==> config.mk <==
export PLATFORM = sky130hd
export DESIGN_NAME = bmhpq_front
export DESIGN_NICKNAME = d
export VERILOG_FILES = /design/src/design/bmhpq_pkg.sv /design/src/design/bmhpq_front.sv
export SDC_FILE = /design/constraint.sdc
export NUM_CORES = 1
export LEC_CHECK = 0
export ABC_AREA = 1
export BUFFER_PORTS_ARGS = -buffer_cell sky130_fd_sc_hd__clkbuf_2
export CAP_MARGIN = 10
export CORE_ASPECT_RATIO = 1.4
export CORE_UTILIZATION = 46
export DETAILED_ROUTE_END_ITERATION = 10
export PLACE_DENSITY = 0.83
export SYNTH_ARGS = -nofsm -noshare
export SYNTH_HDL_FRONTEND = slang
export SYNTH_SLANG_ARGS = --single-unit
export TNS_END_PERCENT = 1
==> constraint.sdc <==
create_clock -name clk -period 6.5 [get_ports clk]
set_input_delay 0 -clock clk [delete_from_list [all_inputs] [get_ports clk]]
set_output_delay 0 -clock clk [all_outputs]
set_load 0.05 [all_outputs]
==> src/design/bmhpq_pkg.sv <==
// shared types and constants for the binary min-heap priority queue
`timescale 1ns / 1ps

package bmhpq_pkg;

	localparam int HEAP_DEPTH = 256;
	localparam int KEY_W      = 32;
	localparam int HANDLE_W   = 10;
	localparam int CAP_W      = 9;
	localparam int COUNT_W    = 9;
	localparam int CAP_RESET  = 256;
	localparam int IN_DATA_W  = 48;
	localparam int OUT_DATA_W = 56;

	typedef enum logic {
		OP_INSERT  = 1'b0,
		OP_EXTRACT = 1'b1
	} op_t;

	typedef enum logic [1:0] {
		STAT_OK    = 2'd0,
		STAT_FULL  = 2'd1,
		STAT_EMPTY = 2'd2
	} status_t;

	typedef struct packed {
		logic [KEY_W-1:0]    key;
		logic [HANDLE_W-1:0] handle;
	} entry_t;

	typedef struct packed {
		op_t    op;
		entry_t entry;
	} req_t;

	// one request slot with its valid flag, passed between front, queue and back
	typedef struct packed {
		logic valid;
		req_t req;
	} req_slot_t;

endpackage

==> src/design/bmhpq_front.sv <==
// front stage: accepts stream requests and turns them into heap operations
`timescale 1ns / 1ps

module bmhpq_front (
	input  logic                              clk,
	input  logic                              arst_n,
	input  logic                              s_axis_tvalid,
	output logic                              s_axis_tready,
	input  logic [bmhpq_pkg::IN_DATA_W-1:0]   s_axis_tdata,
	input  logic                              s_axis_tuser,
	output bmhpq_pkg::req_slot_t              push,
	input  logic                              push_ready
);
	import bmhpq_pkg::*;

	logic valid_s1;
	req_t req_s1;
	req_t req_in;
	logic take;

	always_comb begin
		req_in.op = op_t'(s_axis_tuser);
		if (req_in.op == OP_INSERT) begin
			req_in.entry.key    = s_axis_tdata[KEY_W-1:0];
			req_in.entry.handle = s_axis_tdata[KEY_W +: HANDLE_W];
		end else begin
			// payload means nothing on an extract
			req_in.entry = '0;
		end
	end

	assign s_axis_tready = !valid_s1 || push_ready;
	assign take          = s_axis_tvalid && s_axis_tready;

	always_ff @(posedge clk or negedge arst_n) begin
		if (!arst_n) begin
			valid_s1 <= 1'b0;
		end else if (take) begin
			valid_s1 <= 1'b1;
		end else if (push_ready) begin
			valid_s1 <= 1'b0;
		end
	end

	always_ff @(posedge clk) begin
		if (take) begin
			req_s1 <= req_in;
		end
	end

	assign push.valid = valid_s1;
	assign push.req   = req_s1;

endmodule

# Yosys cells after proc, flatten, opt, wreduce, memory -nomap -nowiden
# Cells that the tools add are included.
# totals
register_bits,44
in_bits,53
output_inout_bits,45
elab_cells,10
# op_classes
mux,2
n_reduce_logical,4
# op_table
op,count
1-bit two-way mux,2
2-bit nonzero test,1
1-bit logical AND,1
1-bit zero test,1
1-bit logical OR,1

# Depth between registers and ports, before layout
# logic_depth
ltp_word,4
depth_mapped,3
ltp_nobuf,3

# Worst setup path before layout
# Ideal clock, no wire load.
# synth_timing
path_kind,register -> register
start,reg valid_s1
end,reg req_s1 (netlist bit push[0]) (enable)
setup_ns,0.458
arrival_time_ns,2.516
required_time_ns,6.042
slack_ns,3.526
stages_incl_launch_ff,2
n_path_buf,0
synth_period_minus_slack_ns,2.974
cell_sequence,dfrtp_1 > a21oi_1
# synth_between
elab_chain_cells,3
# synth_rtl
item,line,source
start: declaration,bmhpq_front.sv:16,logic valid_s1;
start signal: assignment,bmhpq_front.sv:37,valid_s1 <= 1'b0;
start signal: assignment,bmhpq_front.sv:39,valid_s1 <= 1'b1;
start signal: assignment,bmhpq_front.sv:41,valid_s1 <= 1'b0;
1-bit zero test,bmhpq_front.sv:32,assign s_axis_tready = !valid_s1 || push_ready;
1-bit logical OR,bmhpq_front.sv:32,
1-bit logical AND,bmhpq_front.sv:33,assign take = s_axis_tvalid && s_axis_tready;
named net take,bmhpq_front.sv:19,logic take;
end signal: assignment,bmhpq_front.sv:47,req_s1 <= req_in;
end: declaration,bmhpq_front.sv:17,req_t req_s1;
# The timed path passes the listed nets, and every way through them passes these cells.
# A chain may end at the register's enable or synchronous reset.

# Worst setup path after layout
# layout_timing
start,reg valid_s1
end,reg req_s1 (netlist bit push[29]) (enable)
# Same word-level chain as after synthesis.

==> reports/metrics.sh <==
SYNTHESIZED_AREA_DIVIDED_BY_SYNTHESIZED_CELL_COUNT_SQ_UM=12.3
PLACEMENT_ROWS=25
GRTUSAGETOTAL_PCT=18.4
CRITICAL_PATH_PEAK_FANOUT=43
CRITPATHLAUNCHTYPE='flop'
FINISH.NET_COUNT=303
CTS_TREE='done'
CRITPATHCAPTURETYPE='flop'
YOSYS.CELL_TYPES.COUNT=8
AVGROUTEDWIREPERCELL_UM=11.7
PLACE.PORT_BUFFERS=91
TIGHTESTPINTRANSITION_NS=0.799
FMAX_MHz=706
GRT_FIRST_PASS_WIRELENGTH_MM=5.18
YS_SEQ_AREA_SHARE_PCT=76.7
MOST_FREQUENT_CELL_AFTER_SYNTHESIS='sky130_fd_sc_hd__inv_1'
AREA.SEQUENTIAL_SQ_MM=0.00132
ARRIVAL_NS=1.34
START_UTIL_PCT=49.4
POSTSYNTHREGISTERBITS=44
SYNTH_CELLS=139
HOLD_VIOL_FINAL=0
DPL.HPWL_MM=2.26
MIN_PERIOD_OVER_PERIOD_PCT=21.8
DOMINANTREGCELLSYNTH='sky130_fd_sc_hd__edfxtp_1'
TIMING.CRITICAL_PATH.SLOWEST_CELL_DELAY_NS=0.47
CRITPATHBUFINV=1
NETLIST.AREA_LEADER.SHARE_PCT=75.3
HOLD_SLACK_NS=0.00390
FIRST_GLOBAL_VIAS=1312
IO_PINS=98
CRIT_REQUIRED_NS=6.42
VIAS=1252
SYNTH_TOP_CELL_BY_AREA='sky130_fd_sc_hd__edfxtp_1'
MAPPEDNETLISTNETS=192
FINAL_CLOCK_SKEW_NS=0.00350
HP-CLASS='input pin to flop'
WL_MET2_MM=1.95
SYNTH.TOP_CELLS.BY_COUNT='44 x sky130_fd_sc_hd__inv_1, 43 x sky130_fd_sc_hd__edfxtp_1, 42 x sky130_fd_sc_hd__nor2_1'
POST_CTS_RESIZE_COUNT=0
GR-TOTAL-OVERFLOW=0
POST_SYNTH_INSTANCE_AREA_SQ_MM=0.00172
FIRSTDRTPASSITERS=4
DRTITER0DRC=27
GRT_ANTENNA_BEFORE_REPAIR=0
LAYOUT.FILLER_CELLS=255
DIE_BOUNDARY_WIDTH_UM=53.6
RELSLEWSLACK_PCT=46.7
DIE_AREA_SQ_MM=0.00398
CAP_VIOL_MAX_COUNT=0
CLOCK-SINKS=44
YOSYSWARNINGCOUNT=0
CP_SLOWEST_CELL='sky130_fd_sc_hd__buf_4'
ROUTABILITYCONGESTION=0.705
LAYOUT-AREA-OVERHEAD-VS-SYNTH_PCT=43.5
TNS_NS=0
DETAIL-ROUTE-ANTENNA-NETS=0
DRT-MET1-WL_MM=1.22
PLACEABLECOREAREA_SQ_MM=0.00347
ROUTED_VIA_DENSITY=4.30
VDD_IR_MAX_uV=253
POWER_W=0.000649
OUTCOME='completed'
HIGHEST-SIGNAL-LAYER='met4'
DR_WL_MET3_UM=182
RSZ0062_AT_GRT='false'
FIN_UTIL_PCT=70.9
DIE_HEIGHT_UM=74.3
FINALWORSTPATHREQUIREDPERIOD_NS=1.42
FINAL_MAX_SLEW_VIOL_COUNT=0
CRITICAL-PATH-TOP-DELAY-FAMILY='buffers and inverters'
DRCVIOLATIONCOUNT=0
SETUP_VIOL=0
ROUTE.FINAL.WIRE_LENGTH_MM=3.41
CLOCKBUFFERDEPTH=2
INSERTION_DELAY_NS=0.28
SYNTH-EDFF-COUNT=43
SYNTH_ASYNC_SR_FLOP_SHARE_PCT=2.27
DIODES=0
CLKTRANSATPATHREGS_NS=0.07
LEAKAGEPOWER_nW=1.27
SYNTH_TOP_CELLS_BY_AREA='sky130_fd_sc_hd__edfxtp_1 75%, sky130_fd_sc_hd__inv_1 9.6%, sky130_fd_sc_hd__nor2_1 9.2%'
POWER-PER-CELL-AREA_mW_PER_MM2=264
CTS-BUFFERS-INSERTED=5
DRIVE_GT1_SHARE_PCT=39.4
PIN_COUNT_OF_THE_BIGGEST_NET_ENTERING_GLOBAL_ROUTING=44
MULTI_INPUT_COMB_AREA_SQ_UM=181
CTS_HTREE_LEVELS=2
WORSTPATHCELLLIST='a21oi_4, buf_4'
CRITPATHKIND='flop to flop'
CTS-ROOT-BUF='sky130_fd_sc_hd__clkbuf_8'
worst paths after layout:
path                            cells past startpoint  slack, ns                     end            startpoint
worst max-delay path                                2       5.08  push[29]$_SDFFCE_PP0P_  valid_s1$_DFFE_PN0P_
worst min-delay path                                3      0.004   push[2]$_SDFFCE_PP0P_      s_axis_tdata[34]
worst max register to register                      2       5.08  push[29]$_SDFFCE_PP0P_  valid_s1$_DFFE_PN0P_
worst min register to register                      2       0.60    valid_s1$_DFFE_PN0P_  valid_s1$_DFFE_PN0P_
max in group asynchronous                           2       6.36    valid_s1$_DFFE_PN0P_                arst_n
min in group asynchronous                           2       0.06    valid_s1$_DFFE_PN0P_                arst_n
flip-flops by register name, summed over array words and instances, names as in the netlist:
signal	flops
push	43
valid_s1	1
layout make-up:
class	count	share of cell area, %
clock buffer	5	2.79
clock inverter	3	1.52
inverter	44	6.71
multi-input combinational	45	7.37
sequential	44	53.5
tap	40	2.03
timing repair buffer	110	26.1
power by group:
group / switching (W) / total [W] / internal, W
Clock: 0.0000837 / 0.000196 / 0.000112
Combinational: 0.0000857 / 0.000118 / 0.0000327
Sequential: 0.00000444 / 0.000335 / 0.000331
Total: 0.000174 / 0.000649 / 0.000476
stage by stage:
stage	std cells	worst slack [ns]	instance area, sq um
final	291	5.08	2460
after global routing	291	5.02	2460
after CTS	290	5.08	2450
after detailed placement	265	5.09	2180
after global placement	265	5.12	2180
after floorplan	139	3.53	1720
worst min-delay path: stages:
cell and delay (ns):
sky130_fd_sc_hd__clkbuf_2 0.08, sky130_fd_sc_hd__inv_1 0.03, sky130_fd_sc_hd__nor2_1 0.07
kinds of logic after synthesis:
kind of cell	synth area share [%]
simple gates	9.63
flops	76.7
buf+inv	13.3
compound gates	0.291
metal layers:
layer / vias to the layer above / global-route usage (%)
li1: 635 / -
met1: 563 / 18.8
met2: 48 / 33.2
met3: 6 / 5.73
met4: 0 / 8.48
met5: - / 0
cells in the final DEF (no fill, tap or decap), drive strengths merged:
| cell type | count |
|---|---|
| inv | 44 |
| edfxtp | 43 |
| a21oi | 1 |
| nor2 | 42 |
| bufinv | 1 |
| nand2 | 2 |
| clkbuf | 96 |
| buf | 1 |
| clkinv | 2 |
| dlygate4sd3 | 18 |
| dfrtp | 1 |
repair_timing:
item,in CTS,in global routing
setup buffers,0,0
hold buffers,17,1
endpoints found under the hold margin,17,1
(Power assumes the default switching activity.)
