## config.mk

```make
export PLATFORM = sky130hd
export DESIGN_NAME = bmhpq_fifo
export DESIGN_NICKNAME = d
export VERILOG_FILES = /design/src/design/bmhpq_pkg.sv /design/src/design/bmhpq_fifo.sv
export SDC_FILE = /design/constraint.sdc
export NUM_CORES = 1
export LEC_CHECK = 0
export BUFFER_PORTS_ARGS = -buffer_cell sky130_fd_sc_hd__buf_2
export CAP_MARGIN = 25
export CORE_MARGIN = 4
export CORE_UTILIZATION = 30
export DETAILED_ROUTE_END_ITERATION = 8
export HOLD_SLACK_MARGIN = 0.08
export REMOVE_ABC_BUFFERS = 1
export SYNTH_ARGS = -nofsm -noshare
export SYNTH_HDL_FRONTEND = slang
export SYNTH_SLANG_ARGS = --single-unit
export TNS_END_PERCENT = 30
```

## constraint.sdc

```tcl
create_clock -name clk -period 3.19 [get_ports clk]
set_input_delay 0.1595 -clock clk [delete_from_list [all_inputs] [get_ports clk]]
set_output_delay 0.1595 -clock clk [all_outputs]
set_load 0.03 [all_outputs]
```

## src/design/bmhpq_pkg.sv

```systemverilog
// shared types and constants for the binary min-heap priority queue
`timescale 1ns / 1ps

package bmhpq_pkg;

	localparam int HEAP_DEPTH = 256;
	localparam int KEY_W      = 32;
	localparam int HANDLE_W   = 10;
	localparam int CAP_W      = 9;
	localparam int COUNT_W    = 9;
	localparam int CAP_RESET  = 256;
	localparam int IN_DATA_W  = 48;
	localparam int OUT_DATA_W = 56;

	typedef enum logic {
		OP_INSERT  = 1'b0,
		OP_EXTRACT = 1'b1
	} op_t;

	typedef enum logic [1:0] {
		STAT_OK    = 2'd0,
		STAT_FULL  = 2'd1,
		STAT_EMPTY = 2'd2
	} status_t;

	typedef struct packed {
		logic [KEY_W-1:0]    key;
		logic [HANDLE_W-1:0] handle;
	} entry_t;

	typedef struct packed {
		op_t    op;
		entry_t entry;
	} req_t;

	// one request slot with its valid flag, passed between front, queue and back
	typedef struct packed {
		logic valid;
		req_t req;
	} req_slot_t;

endpackage

```

## src/design/bmhpq_fifo.sv

```systemverilog
// two-entry request queue between the front and the heap engine
`timescale 1ns / 1ps

module bmhpq_fifo (
	input  logic                 clk,
	input  logic                 arst_n,
	input  bmhpq_pkg::req_slot_t push,
	output logic                 push_ready,
	output bmhpq_pkg::req_slot_t head,
	input  logic                 pop
);
	import bmhpq_pkg::*;

	localparam int QD = 2;

	req_t        slot_q [QD];
	logic        wr_ptr_q;
	logic        rd_ptr_q;
	logic [1:0]  fill_q;
	logic        do_push;
	logic        do_pop;

	assign push_ready = (fill_q != 2'(QD));
	assign do_push    = push.valid && push_ready;
	assign do_pop     = pop && (fill_q != 2'd0);

	assign head.valid = (fill_q != 2'd0);
	assign head.req   = slot_q[rd_ptr_q];

	always_ff @(posedge clk or negedge arst_n) begin
		if (!arst_n) begin
			wr_ptr_q <= 1'b0;
			rd_ptr_q <= 1'b0;
			fill_q   <= 2'd0;
		end else begin
			if (do_push) begin
				wr_ptr_q <= !wr_ptr_q;
			end
			if (do_pop) begin
				rd_ptr_q <= !rd_ptr_q;
			end
			case ({do_push, do_pop})
				2'b10:   fill_q <= fill_q + 2'd1;
				2'b01:   fill_q <= fill_q - 2'd1;
				default: fill_q <= fill_q;
			endcase
		end
	end

	always_ff @(posedge clk) begin
		if (do_push) begin
			slot_q[wr_ptr_q] <= push.req;
		end
	end

endmodule

```

# --- After elaboration in Yosys (flattened, before gate mapping) ---
# Memory sizes are Yosys's and may differ from the RTL's.
# Cells that the tools add are included.
totals:
  regBits: 4
  latch_bits: 0
  ram_bits: 86
  rom_bits: 0
  output_inout_bits: 45
  word_cells: 18
  n_memories: 1
classes:
  n_addsub: 2
  mul: 0
  div_mod_pow: 0
  order_cmp: 0
  eq_ne: 3
  shift: 0
  muxes: 3
  bitwise_logic: 0
  n_reduce_logical: 6
memory_table:
  columns: ["memory", "words", "word_bits", "rd", "rd_ports_with_merged_regs", "wr", "line", "source"]
  rows:
  - ["slot_q", 2, 43, 1, 0, 1, "bmhpq_fifo.sv:16", "req_t slot_q [QD];"]
op_table:
  columns: ["operator", "count"]
  rows:
  - ["$pmux 2 s2", 1]
  - ["$reduce_bool 2->1", 2]
  - ["$add 2x1->2 const B", 1]
  - ["$eq 2x1->1 const B", 1]
  - ["$eq 2x2->1 const B", 1]
  - ["$logic_and 1x1->1", 2]
  - ["$logic_not 1->1", 2]
  - ["$mux 1", 2]
  - ["$ne 2x2->1 const B", 1]
  - ["$sub 2x1->2 const B", 1]

# --- Longest topological paths before layout ---
logic_depth:
  ltp_word: 4
  ltp_mapped: 6
  mapped_depth_nobuf: 6

# --- Worst setup path after synthesis ---
# OpenSTA, ideal clock, no wires.
synth_path:
  kind: "register to register"
  startpoint: "register fill_q[0]"
  endpoint: "memory slot_q[0][0] (netlist bit), enable pin"
  arrival_time_ns: 2.708
  required_time_ns: 2.746
  setup_slack_ns: 0.039
  stages_incl_launch_ff: 4
  n_path_buf: 0
  synth_period_minus_slack_ns: 3.151
  cell_sequence: "dfrtp_1 nand2b_1 nand2_1 nor2_1"
synth_between:
  elab_chain_cells: 4
synth_rtl:
  columns: ["item", "line", "source"]
  rows:
  - ["from (decl)", "bmhpq_fifo.sv:19", "logic [1:0] fill_q;"]
  - ["from (signal assigned)", "bmhpq_fifo.sv:43", "2'b10: fill_q <= fill_q + 2'd1;"]
  - ["from (signal assigned)", "bmhpq_fifo.sv:44", "2'b01: fill_q <= fill_q - 2'd1;"]
  - ["from (signal assigned)", "bmhpq_fifo.sv:45", "default: fill_q <= fill_q;"]
  - ["$ne 2x2->1", "bmhpq_fifo.sv:23", "assign push_ready = (fill_q != 2'(QD));"]
  - ["net push_ready", "bmhpq_fifo.sv:8", "output logic push_ready,"]
  - ["$logic_and 1x1->1", "bmhpq_fifo.sv:24", "assign do_push = push.valid && push_ready;"]
  - ["$mux 1", "bmhpq_fifo.sv:51", "if (do_push) begin"]
  - ["$mux 1 (implied by the code)", "bmhpq_fifo.sv:52", "slot_q[wr_ptr_q] <= push.req;"]
  - ["to (decl)", "bmhpq_fifo.sv:16", null]
# The timed path passes the listed nets, and every way through them passes these cells.

==> impl_metrics.tcl <==
set metrics [dict create \
    power_switching_mw 1.451 \
    fin_skew_ns 0.004179 \
    hold_viol 0 \
    drtIter0Drc 58 \
    slew_headroom_pct 61.42 \
    period_share_pct 62.82 \
    tightestPinTransition_ns 0.5774 \
    coreArea_sq_mm 0.01084 \
    final_cell_mix "buf_2, edfxtp_1, dlygate4sd3_1, mux2_2, clkbuf_8" \
    cp-end-kind "output pin" \
    clk_latency_ns 0.36 \
    power_frac_clock_pct 19.9 \
    post-route-cell-area_sq_mm 0.004621 \
    synth_cell_types 14 \
    start_util_pct 30.71 \
    syn_avg_cell_area_sq_um 22.05 \
    fillers 1014 \
    sw_frac_of_total_pct 35.44 \
    drcViolationCount 0 \
    holdCritPathClass "primary input to async pin" \
    grt_max_degree 32 \
    total_power_mw 4.094 \
    clockRootBuffer "clkbuf_8" \
    yosys.area_share.simple_pct 1.165 \
    cts_hold_buf 45 \
    track_usage_pct 10.72 \
    max_freq_mhz 499.0 \
    synth_seq_cells 90 \
    gp_congestion 0.6576 \
    p_int_mw 2.643 \
    crit_type "flop to output pin" \
    first_global_vias 2070 \
    cts_buffer_depth 2 \
    hpwl_um 4024 \
    ctsResizeCount 0 \
    drtAntennaViolNets 0 \
    postCtsSetupBuffers 0 \
    ys.warnings.count 0 \
    cp_max_fo 25 \
    drtPass1Iterations 4 \
    port_buffers 91 \
    synth_top_family_by_area "multiplexers" \
    muxShareOfSynthArea_pct 14.88 \
    vdd_drop_max_v 0.0003394 \
    cts_inserted_buffers 9 \
    drv_slew 0 \
    power_leakage_nw 1.742 \
    globalRouteOverflowTotal 0 \
    antenna_found_initial 0 \
    clk_pin_slew_ns 0.08 \
    critPathRequiredTime_ns 3.03 \
    layout_commonest_cell "buf_2" \
    cts-htree-levels 3 \
    p_per_area_mw_per_mm2 886.0 \
    routed_wl_um 6289 \
    die_h_um 113.3 \
    status "complete, no violations" \
    n_antenna_cell 0 \
    postPlaceCellArea_sq_mm 0.003961 \
    maxCapViolations 0 \
    die-area_sq_mm 0.01285 \
    grt_pass1_wl_um 10380 \
    via_count 1834 \
    finalNetCount 344 \
    synth_adder_area_share_pct 0.3758 \
    setup_viol 0 \
    finalCriticalPeriod_ns 2.004 \
    tns_ns 0 \
    crit_arrival_ns 1.84 \
    startpoint_type "flop" \
    seq_area_frac_synth_pct 80.57 \
    syn2layout_area_growth_pct 38.78 \
    drive_above_1_share_pct 51.50 \
    cts_tree "yes" \
    synth_compound_area_share_pct 0 \
    seq_power_share_pct 42.5 \
    synthesis.area_sq_mm 0.003329 \
    vias_per_cell 4.159 \
    synth-xor-area-share_pct 1.315 \
    wire_per_inst_um 14.26 \
    comb_power_share_pct 37.7 \
    numClockSinks 90 \
    std_cell_rows 38 \
    boundaryPins 92 \
    rsz0062_at_grt "false" \
    die_w_um 113.3 \
    netlist_instances 151 \
]
area by class of cell:
cell class                 count  area, sq um  share of cell area, %
sequential                    90         2684                  58.08
timing repair buffer         139        953.4                  20.63
multi-input combinational     56        599.3                  12.97
tap                          140        175.2                  3.791
clock buffer                  10        127.6                  2.762
clock inverter                 6        81.33                  1.760
path summary, 6_finish.rpt:
| check | startpoint | end | slack (ns) | cells after the start |
|---|---|---|---|---|
| max | rd_ptr_q | head[41] | 1.19 | 3 |
| max reg2reg | fill_q[0] | slot_q[0][19] | 1.41 | 4 |
| max in group asynchronous | arst_n | rd_ptr_q | 2.93 | 2 |
| min | arst_n | fill_q[0] | 0.14 | 2 |
| min in group clk | push[43] | wr_ptr_q | 0.18 | 3 |
| min reg2reg | fill_q[1] | fill_q[1] | 0.50 | 1 |
metal layers:
metal / global-route usage [%] / share of wire (%) / up-vias
met1: 12.42 / 41 / 887
met4: 6.731 / 2.4 / 0
met2: 17.81 / 51 / 56
li1: - / - / 880
met5: 0 / 0 / -
met3: 2.620 / 5.6 / 11
cells in the mapped netlist:
cell | number | area, sq um
edfxtp_1 | 86 | 2582
mux2_4 | 3 | 45.04
xnor2_1 | 3 | 26.28
or2_1 | 1 | 6.260
nor2_1 | 2 | 7.510
ha_1 | 1 | 12.51
mux2_2 | 40 | 450.4
and3_1 | 1 | 6.260
and2_4 | 1 | 8.760
xor2_1 | 2 | 17.52
nand2_1 | 1 | 3.750
buf_6 | 5 | 56.30
nand2b_1 | 1 | 6.260
dfrtp_1 | 4 | 100.1
cells by family (layout without fill, tap and decap cells):
kind of cell / after synthesis / after routing
buf+inv: 5 / 155
mux: 43 / 43
flops: 90 / 90
simple gates: 7 / 7
fa+ha+maj: 1 / 1
xor+xnor: 5 / 5
registers in the layout, indices dropped and copies added, names as in the netlist:
signal,flops
rd_ptr_q,1
wr_ptr_q,1
slot_q,86
fill_q,2
critical path, stage by stage, from the launching register on:
cell	delay [ns]
dfrtp_2	0.68
buf_12	0.25
mux2_2	0.36
buf_2	0.18
power groups by stage:
stage	Sequential (mW)	Combinational [mW]	Clock, mW
after floorplan	1.78	1.06	0
after global placement	1.83	1.45	0
after detailed placement	1.77	1.53	0
after CTS	1.75	1.58	0.857
after global routing	1.77	1.66	0.903
final	1.74	1.54	0.813
metrics by stage:
stage | std cells | hold WS (ns) | worst slack (ns) | util (%)
2_1_floorplan | 146 | -0.1361 | 0.03864 | -
3_3_place_gp | 379 | -0.03173 | 1.306 | 36.36
4_1_cts | 441 | 0.1168 | 1.122 | 42.62
5_1_grt | 441 | 0.1143 | 1.065 | 42.62
3_5_place_dp | 380 | -0.03123 | 1.359 | 36.54
6_report | 441 | 0.1351 | 1.186 | 42.62
(Power assumes the default switching activity.)
